### src/hdl/icmp_echo_pkg.sv
package icmp_echo_pkg;

  localparam int unsigned WordW    = 16;
  localparam int unsigned AddrW    = 32;
  localparam int unsigned ByteW    = 8;
  localparam int unsigned CountW   = 3;
  localparam int unsigned InDataW  = 96;
  localparam int unsigned OutDataW = 112;

  localparam logic [CountW-1:0] CountCap     = CountW'(4);
  localparam logic [CountW-1:0] CountBodyMin = CountW'(2);
  localparam logic [CountW-1:0] CountMinLen  = CountW'(3);
  localparam logic [ByteW-1:0]  EchoRequest  = ByteW'(8);
  localparam logic [ByteW-1:0]  EchoReply    = ByteW'(0);
  localparam logic [ByteW-1:0]  CodeZero     = ByteW'(0);
  localparam logic [WordW-1:0]  SumOnes      = 16'hFFFF;

  typedef enum logic [1:0] {
    VERDICT_REPLY = 2'd0,
    VERDICT_PASS  = 2'd1,
    VERDICT_DROP  = 2'd2
  } verdict_e;

  // one's-complement add with end-around carry
  function automatic logic [WordW-1:0] oc_add(input logic [WordW-1:0] a,
                                              input logic [WordW-1:0] b);
    logic [WordW:0] s;
    s = {1'b0, a} + {1'b0, b};
    return s[WordW-1:0] + WordW'(s[WordW]);
  endfunction

endpackage

### src/hdl/icmp_echo_responder.sv
// ICMP echo responder. Takes an ICMP message one 16-bit big-endian word per
// cycle on the slave stream; tlast marks the final word and tuser flags an odd
// final byte. IPv4 addresses, TOS and ingress port are sampled with the first
// word. On the last word one result word is issued: tuser carries the verdict
// (0 reply, 1 pass to host, 2 drop). For a valid echo request the result holds
// the reply header (type 0, same code), the recomputed checksum, swapped
// addresses, TOS and port; otherwise the data fields are zero. An input
// register feeds three end-around-carry adders and the verdict logic into a
// result register, so a new word is taken each cycle unless the result
// register is held by downstream backpressure. The last word passes through
// the input register and then the result register before its result appears.
module icmp_echo_responder (
  input  logic                                 clk_i,
  input  logic                                 rst_ni,
  input  logic                                 s_axis_tvalid_i,
  output logic                                 s_axis_tready_o,
  // data_word[15:0], ip_source[47:16], ip_dest[79:48],
  // service_type[87:80], ingress_port[95:88]
  input  logic [icmp_echo_pkg::InDataW-1:0]    s_axis_tdata_i,
  input  logic                                 s_axis_tlast_i,
  // odd_byte[0]
  input  logic                                 s_axis_tuser_i,
  output logic                                 m_axis_tvalid_o,
  input  logic                                 m_axis_tready_i,
  // reply_header_word[15:0], reply_checksum[31:16], reply_dest[63:32],
  // reply_source[95:64], reply_service_type[103:96], egress_port[111:104]
  output logic [icmp_echo_pkg::OutDataW-1:0]   m_axis_tdata_o,
  // verdict[1:0]
  output logic [1:0]                           m_axis_tuser_o
);

  localparam int unsigned WordW  = icmp_echo_pkg::WordW;
  localparam int unsigned AddrW  = icmp_echo_pkg::AddrW;
  localparam int unsigned ByteW  = icmp_echo_pkg::ByteW;
  localparam int unsigned CountW = icmp_echo_pkg::CountW;

  // input register
  logic                                in_valid_q;
  logic [icmp_echo_pkg::InDataW-1:0]   in_data_q;
  logic                                in_last_q;
  logic                                in_odd_q;

  // message state
  logic [WordW-1:0]  sum_all_q, sum_all_d;
  logic [WordW-1:0]  sum_body_q, sum_body_d;
  logic [CountW-1:0] count_q, count_d;
  logic [WordW-1:0]  first_q;
  logic [AddrW-1:0]  src_q, dst_q;
  logic [ByteW-1:0]  tos_q, port_q;

  // result register
  logic                                out_valid_q;
  logic [icmp_echo_pkg::OutDataW-1:0]  out_data_q, out_data_d;
  icmp_echo_pkg::verdict_e             verdict_q, verdict_d;

  logic advance;
  logic [WordW-1:0] word;
  logic first_now;
  logic [WordW-1:0] first_w;
  logic [AddrW-1:0] src_w, dst_w;
  logic [ByteW-1:0] tos_w, port_w, msg_type, msg_code;
  logic [WordW-1:0] total, body, csum_raw, csum;
  logic short_msg;

  assign advance         = in_valid_q && (!out_valid_q || m_axis_tready_i);
  assign s_axis_tready_o = !in_valid_q || advance;

  always_comb begin
    word = in_data_q[WordW-1:0];
    if (in_last_q && in_odd_q) begin
      word[ByteW-1:0] = '0;
    end
    first_now = (count_q == '0);
    first_w   = first_now ? word : first_q;
    src_w     = first_now ? in_data_q[WordW +: AddrW] : src_q;
    dst_w     = first_now ? in_data_q[WordW+AddrW +: AddrW] : dst_q;
    tos_w     = first_now ? in_data_q[WordW+2*AddrW +: ByteW] : tos_q;
    port_w    = first_now ? in_data_q[WordW+2*AddrW+ByteW +: ByteW] : port_q;
    msg_type  = first_w[WordW-1:ByteW];
    msg_code  = first_w[ByteW-1:0];

    total = icmp_echo_pkg::oc_add(sum_all_q, word);
    body  = (count_q >= icmp_echo_pkg::CountBodyMin) ?
            icmp_echo_pkg::oc_add(sum_body_q, word) : sum_body_q;

    if (in_last_q) begin
      sum_all_d  = '0;
      sum_body_d = '0;
      count_d    = '0;
    end else begin
      sum_all_d  = total;
      sum_body_d = body;
      count_d    = (count_q < icmp_echo_pkg::CountCap) ? count_q + CountW'(1) : count_q;
    end

    short_msg = (count_q < icmp_echo_pkg::CountMinLen) ||
                ((count_q == icmp_echo_pkg::CountMinLen) && in_odd_q);

    if (short_msg) begin
      verdict_d = icmp_echo_pkg::VERDICT_DROP;
    end else if (msg_type != icmp_echo_pkg::EchoRequest) begin
      verdict_d = icmp_echo_pkg::VERDICT_PASS;
    end else if (msg_code != icmp_echo_pkg::CodeZero) begin
      verdict_d = icmp_echo_pkg::VERDICT_DROP;
    end else if (total != icmp_echo_pkg::SumOnes) begin
      verdict_d = icmp_echo_pkg::VERDICT_DROP;
    end else begin
      verdict_d = icmp_echo_pkg::VERDICT_REPLY;
    end

    csum_raw = icmp_echo_pkg::oc_add(body, {{(WordW-ByteW){1'b0}}, msg_code});
    csum     = (csum_raw == icmp_echo_pkg::SumOnes) ? csum_raw : ~csum_raw;

    if (verdict_d == icmp_echo_pkg::VERDICT_REPLY) begin
      out_data_d = {port_w, tos_w, dst_w, src_w, csum,
                    icmp_echo_pkg::EchoReply, msg_code};
    end else begin
      out_data_d = '0;
    end
  end

  always_ff @(posedge clk_i or negedge rst_ni) begin
    if (!rst_ni) begin
      in_valid_q <= 1'b0;
    end else if (s_axis_tready_o) begin
      in_valid_q <= s_axis_tvalid_i;
    end
  end

  always_ff @(posedge clk_i) begin
    if (s_axis_tready_o && s_axis_tvalid_i) begin
      in_data_q <= s_axis_tdata_i;
      in_last_q <= s_axis_tlast_i;
      in_odd_q  <= s_axis_tuser_i;
    end
  end

  always_ff @(posedge clk_i or negedge rst_ni) begin
    if (!rst_ni) begin
      sum_all_q  <= '0;
      sum_body_q <= '0;
      count_q    <= '0;
      first_q    <= '0;
      src_q      <= '0;
      dst_q      <= '0;
      tos_q      <= '0;
      port_q     <= '0;
    end else if (advance) begin
      sum_all_q  <= sum_all_d;
      sum_body_q <= sum_body_d;
      count_q    <= count_d;
      first_q    <= first_w;
      src_q      <= src_w;
      dst_q      <= dst_w;
      tos_q      <= tos_w;
      port_q     <= port_w;
    end
  end

  always_ff @(posedge clk_i or negedge rst_ni) begin
    if (!rst_ni) begin
      out_valid_q <= 1'b0;
    end else if (advance) begin
      out_valid_q <= in_last_q;
    end else if (m_axis_tready_i) begin
      out_valid_q <= 1'b0;
    end
  end

  always_ff @(posedge clk_i) begin
    if (advance && in_last_q) begin
      out_data_q <= out_data_d;
      verdict_q  <= verdict_d;
    end
  end

  assign m_axis_tvalid_o = out_valid_q;
  assign m_axis_tdata_o  = out_data_q;
  assign m_axis_tuser_o  = verdict_q;

endmodule

### config.mk
export PLATFORM = sky130hd
export DESIGN_NAME = icmp_echo_responder
export DESIGN_NICKNAME = d
export VERILOG_FILES = /design/src/hdl/icmp_echo_pkg.sv /design/src/hdl/icmp_echo_responder.sv
export SDC_FILE = /design/constraint.sdc
export NUM_CORES = 1
export LEC_CHECK = 0
export CORE_AREA = 2 2 207 209
export CTS_CLUSTER_SIZE = 12
export DETAILED_ROUTE_END_ITERATION = 8
export DIE_AREA = 0 0 209 211
export DONT_BUFFER_PORTS = 1
export PLACE_DENSITY = 0.68
export SYNTH_ARGS = -nofsm -noshare
export SYNTH_HDL_FRONTEND = slang
export SYNTH_SLANG_ARGS = --single-unit
### constraint.sdc
create_clock -name clk_i -period 7.9 [get_ports clk_i]
set_input_delay 0.395 -clock clk_i [delete_from_list [all_inputs] [get_ports clk_i]]
set_output_delay 0.395 -clock clk_i [all_outputs]
set_load 0.005 [all_outputs]
==> reports/qor.csv <==
metric;value;unit
dp_hpwl;28.1;mm
worstHoldPathType;primary input to register;
end_kind;register;
worstReg2RegStart;in_odd_q;
clk_pin_slew_worst_paths;0.06;ns
status;finished clean;
dpl-instance-area;17300;µm²
synth_area_per_cell;11.6;µm²
routedWlPerCell;20.1;µm
via_per_inst;5.55;
dr.pass1.iters;5;
dr_wl_met3;3.34;mm
io_buffers;0;
fin_skew;0.0307;ns
cts_tree;done;
r2r_end;m_axis_tdata_o[19];
start_kind;register;
dr.max_layer_used;met4;
cap_viol_max_count;0;
power_density;397;nW/µm²
final_nets;1706;
final-seq-area;9450;µm²
syn_area;16600;µm²
die_area;44100;µm²
yosysMostFrequentCell;nand2_1;
synthFlopType;edfxtp_1;
period_minus_slack;7.51;ns
cts_root_buf;clkbuf_16;
die_y;211;µm
setup-tns-final;0;ns
timing.hold.worst_path_depth;2;
report.final.setup_viol;0;
cts_buffers;39;
clock_latency;0.56;ns
synth_top_area_cell;edfxtp_1;
yosysUniqueCellTypes;90;
slew_violations;0;
drive_gt1_share;16.6;%
p_leak;7.72;nW
postSynth.asyncResetShare;39.5;%
drc_errors;0;
routed_wl;42.7;mm
cp_data_arrival_time;7.88;ns
cp_slowest_cell;edfxtp_1;
period_share;95.0;%
seq_area_frac_synth;56.9;%
max_freq;0.133;GHz
grt_max_degree;134;
grt-ovfl-total;0;
synthTopCellsByCount;nand2_1 (248), edfxtp_1 (204), dfrtp_1 (133);
route.met2.wl;20.4;mm
vias;11805;
antenna_found_initial;1;
cts_buffer_depth;3;
min_to;m_axis_tvalid_o;
max_stage_delay;0.43;ns
synth_edf_count;204;
dp_cells;1942;
fp.dieW;209;µm
grt_pass1_wl;66.7;mm
ys_warn_count;0;
yosysTopAreaCellShare;36.8;%
syn_inst;1433;
crit_top_cell;ha_1;
drt_iter0_drc;921;
drt-met1-wl;18.0;mm
path_class;register to register;
area_delta_synth_final;19.1;%
coreArea;41800;µm²
grtUsageTotal;19.2;%
multi_input_area;6940;µm²
r2r_slack;0.39;ns
ys_seq_elements;337;
layout.cells.non_filler;2127;
total_power;7.86;mW
first_global_vias;11869;
num_rows;75;
htree_levels;2;
hold_viol;0;
clkSinkCount;337;
final_area;19800;µm²
slew_headroom;28.2;%
crit_fanout;8;
start_util;39.8;%
n_fill_cell;3611;
peakVddDrop;245;µV
ys_top_cells_by_area;edfxtp_1 (37%), dfrtp_1 (20%), mux2_2 (6.6%);
pin_count;218;
gp_congestion;0.948;
r2r_cells;36;
ant_nets;0;
critPathRequiredTime;8.27;ns
min-delay-start;m_axis_tready_i;
worst_pin_slew;1.08;ns
[layout make-up]
class / count / area share [%]
repair buffers: 147 / 6.98
clock inverters: 15 / 0.979
inverters: 23 / 0.436
diodes: 1 / 0.0126
flip-flops and latches: 337 / 47.7
multi-input cells: 1008 / 35.0
clock buffers: 57 / 5.42
well taps: 539 / 3.41
[routing by layer]
metal,GRT usage [%],vias up
met1,25.0,5819
met3,5.34,77
li1,-,5483
met5,0,-
met4,5.44,0
met2,31.4,426
[where the power goes]
part / internal [mW] / switching (mW) / leakage, nW / total [mW]
clock network: 1.05 / 0.723 / 0.615 / 1.78
logic: 1.42 / 2.12 / 3.51 / 3.53
registers: 2.28 / 0.269 / 3.59 / 2.55
total: 4.75 / 3.11 / 7.72 / 7.86
[worst max-delay path, delay by kind of cell, from the launching register on]
| kind | cells | cell delay [ns] |
|---|---|---|
| simple gates | 14 | 2.29 |
| compound gates | 12 | 2.14 |
| fa+ha+maj | 7 | 1.90 |
| flops | 1 | 0.43 |
| xor+xnor | 2 | 0.35 |
| buf+inv | 1 | 0.21 |
[kinds of logic (layout without fill, tap and decap cells)]
kind of cell,Yosys count,in the layout,synth area share [%]
flops,337,337,56.9
mux,102,102,6.87
compound gates,325,325,13.4
other cells,1,17,0.0226
simple gates,449,449,12.8
xor+xnor,67,67,3.53
buf+inv,103,242,2.84
fa+ha+maj,49,49,3.72
[sequential cells by signal, indices dropped and copies added (netlist names), 2 cells and up]
register / cells
sum_all_q: 16
first_q: 16
m_axis_tdata_o: 104
src_q: 32
tos_q: 8
dst_q: 32
count_q: 3
in_data_q: 96
sum_body_q: 16
port_q: 8
m_axis_tuser_o: 2
[worst max-delay path by stage]
stage | cells past startpoint | startpoint | slack (ns) | endpoint
after global routing | 38 | in_last_q | -0.1 | m_axis_tdata_o[19]
final | 36 | in_odd_q | 0.39 | m_axis_tdata_o[19]
after CTS | 38 | in_last_q | 0.01 | m_axis_tdata_o[16]
after floorplan | 39 | in_last_q | 0.1 | m_axis_tdata_o[25]
after detailed placement | 38 | in_last_q | -0.04 | m_axis_tdata_o[16]
after global placement | 34 | in_odd_q | 0.18 | m_axis_tdata_o[31]
[per-stage QoR]
step / setup WS [ns] / hold WS, ns / util (%)
after global placement: 0.180 / 0.110 / 41.4
after CTS: 0.0117 / 0.0644 / 46.9
after detailed placement: -0.0442 / 0.111 / 41.4
final: 0.394 / 0.0911 / 47.4
after global routing: -0.0960 / 0.111 / 47.4
after floorplan: 0.0962 / 0.0994 / -
[what timing repair did]
action                                  CTS  global route
resized for setup                         2            32
endpoints found under the setup margin    9            16
hold endpoints to repair                232             0
gates cloned                              0             1
buffers inserted                          0            10
hold buffers                            101             0
pin swaps                                 0             9
[placed cells by master (no fill, tap or decap), types with 8 or more instances in the layout]
| master | count |
|---|---|
| buf_4 | 44 |
| nand3_1 | 21 |
| edfxtp_1 | 204 |
| inv_1 | 23 |
| a211oi_1 | 8 |
| xor2_1 | 20 |
| a21o_1 | 14 |
| dfrtp_1 | 133 |
| nand2b_1 | 10 |
| nand4_1 | 11 |
| xnor2_1 | 46 |
| o21ai_0 | 47 |
| ha_1 | 45 |
| clkbuf_16 | 39 |
| dlygate4sd3_1 | 100 |
| and3_1 | 8 |
| or3_1 | 14 |
| nor3_1 | 13 |
| clkbuf_1 | 15 |
| mux2_2 | 97 |
| and2_1 | 20 |
| nor2_1 | 45 |
| conb_1 | 16 |
| a21oi_1 | 129 |
| a22o_1 | 18 |
| nand2_1 | 246 |
No activity file was read; power rests on OpenSTA's default activity.
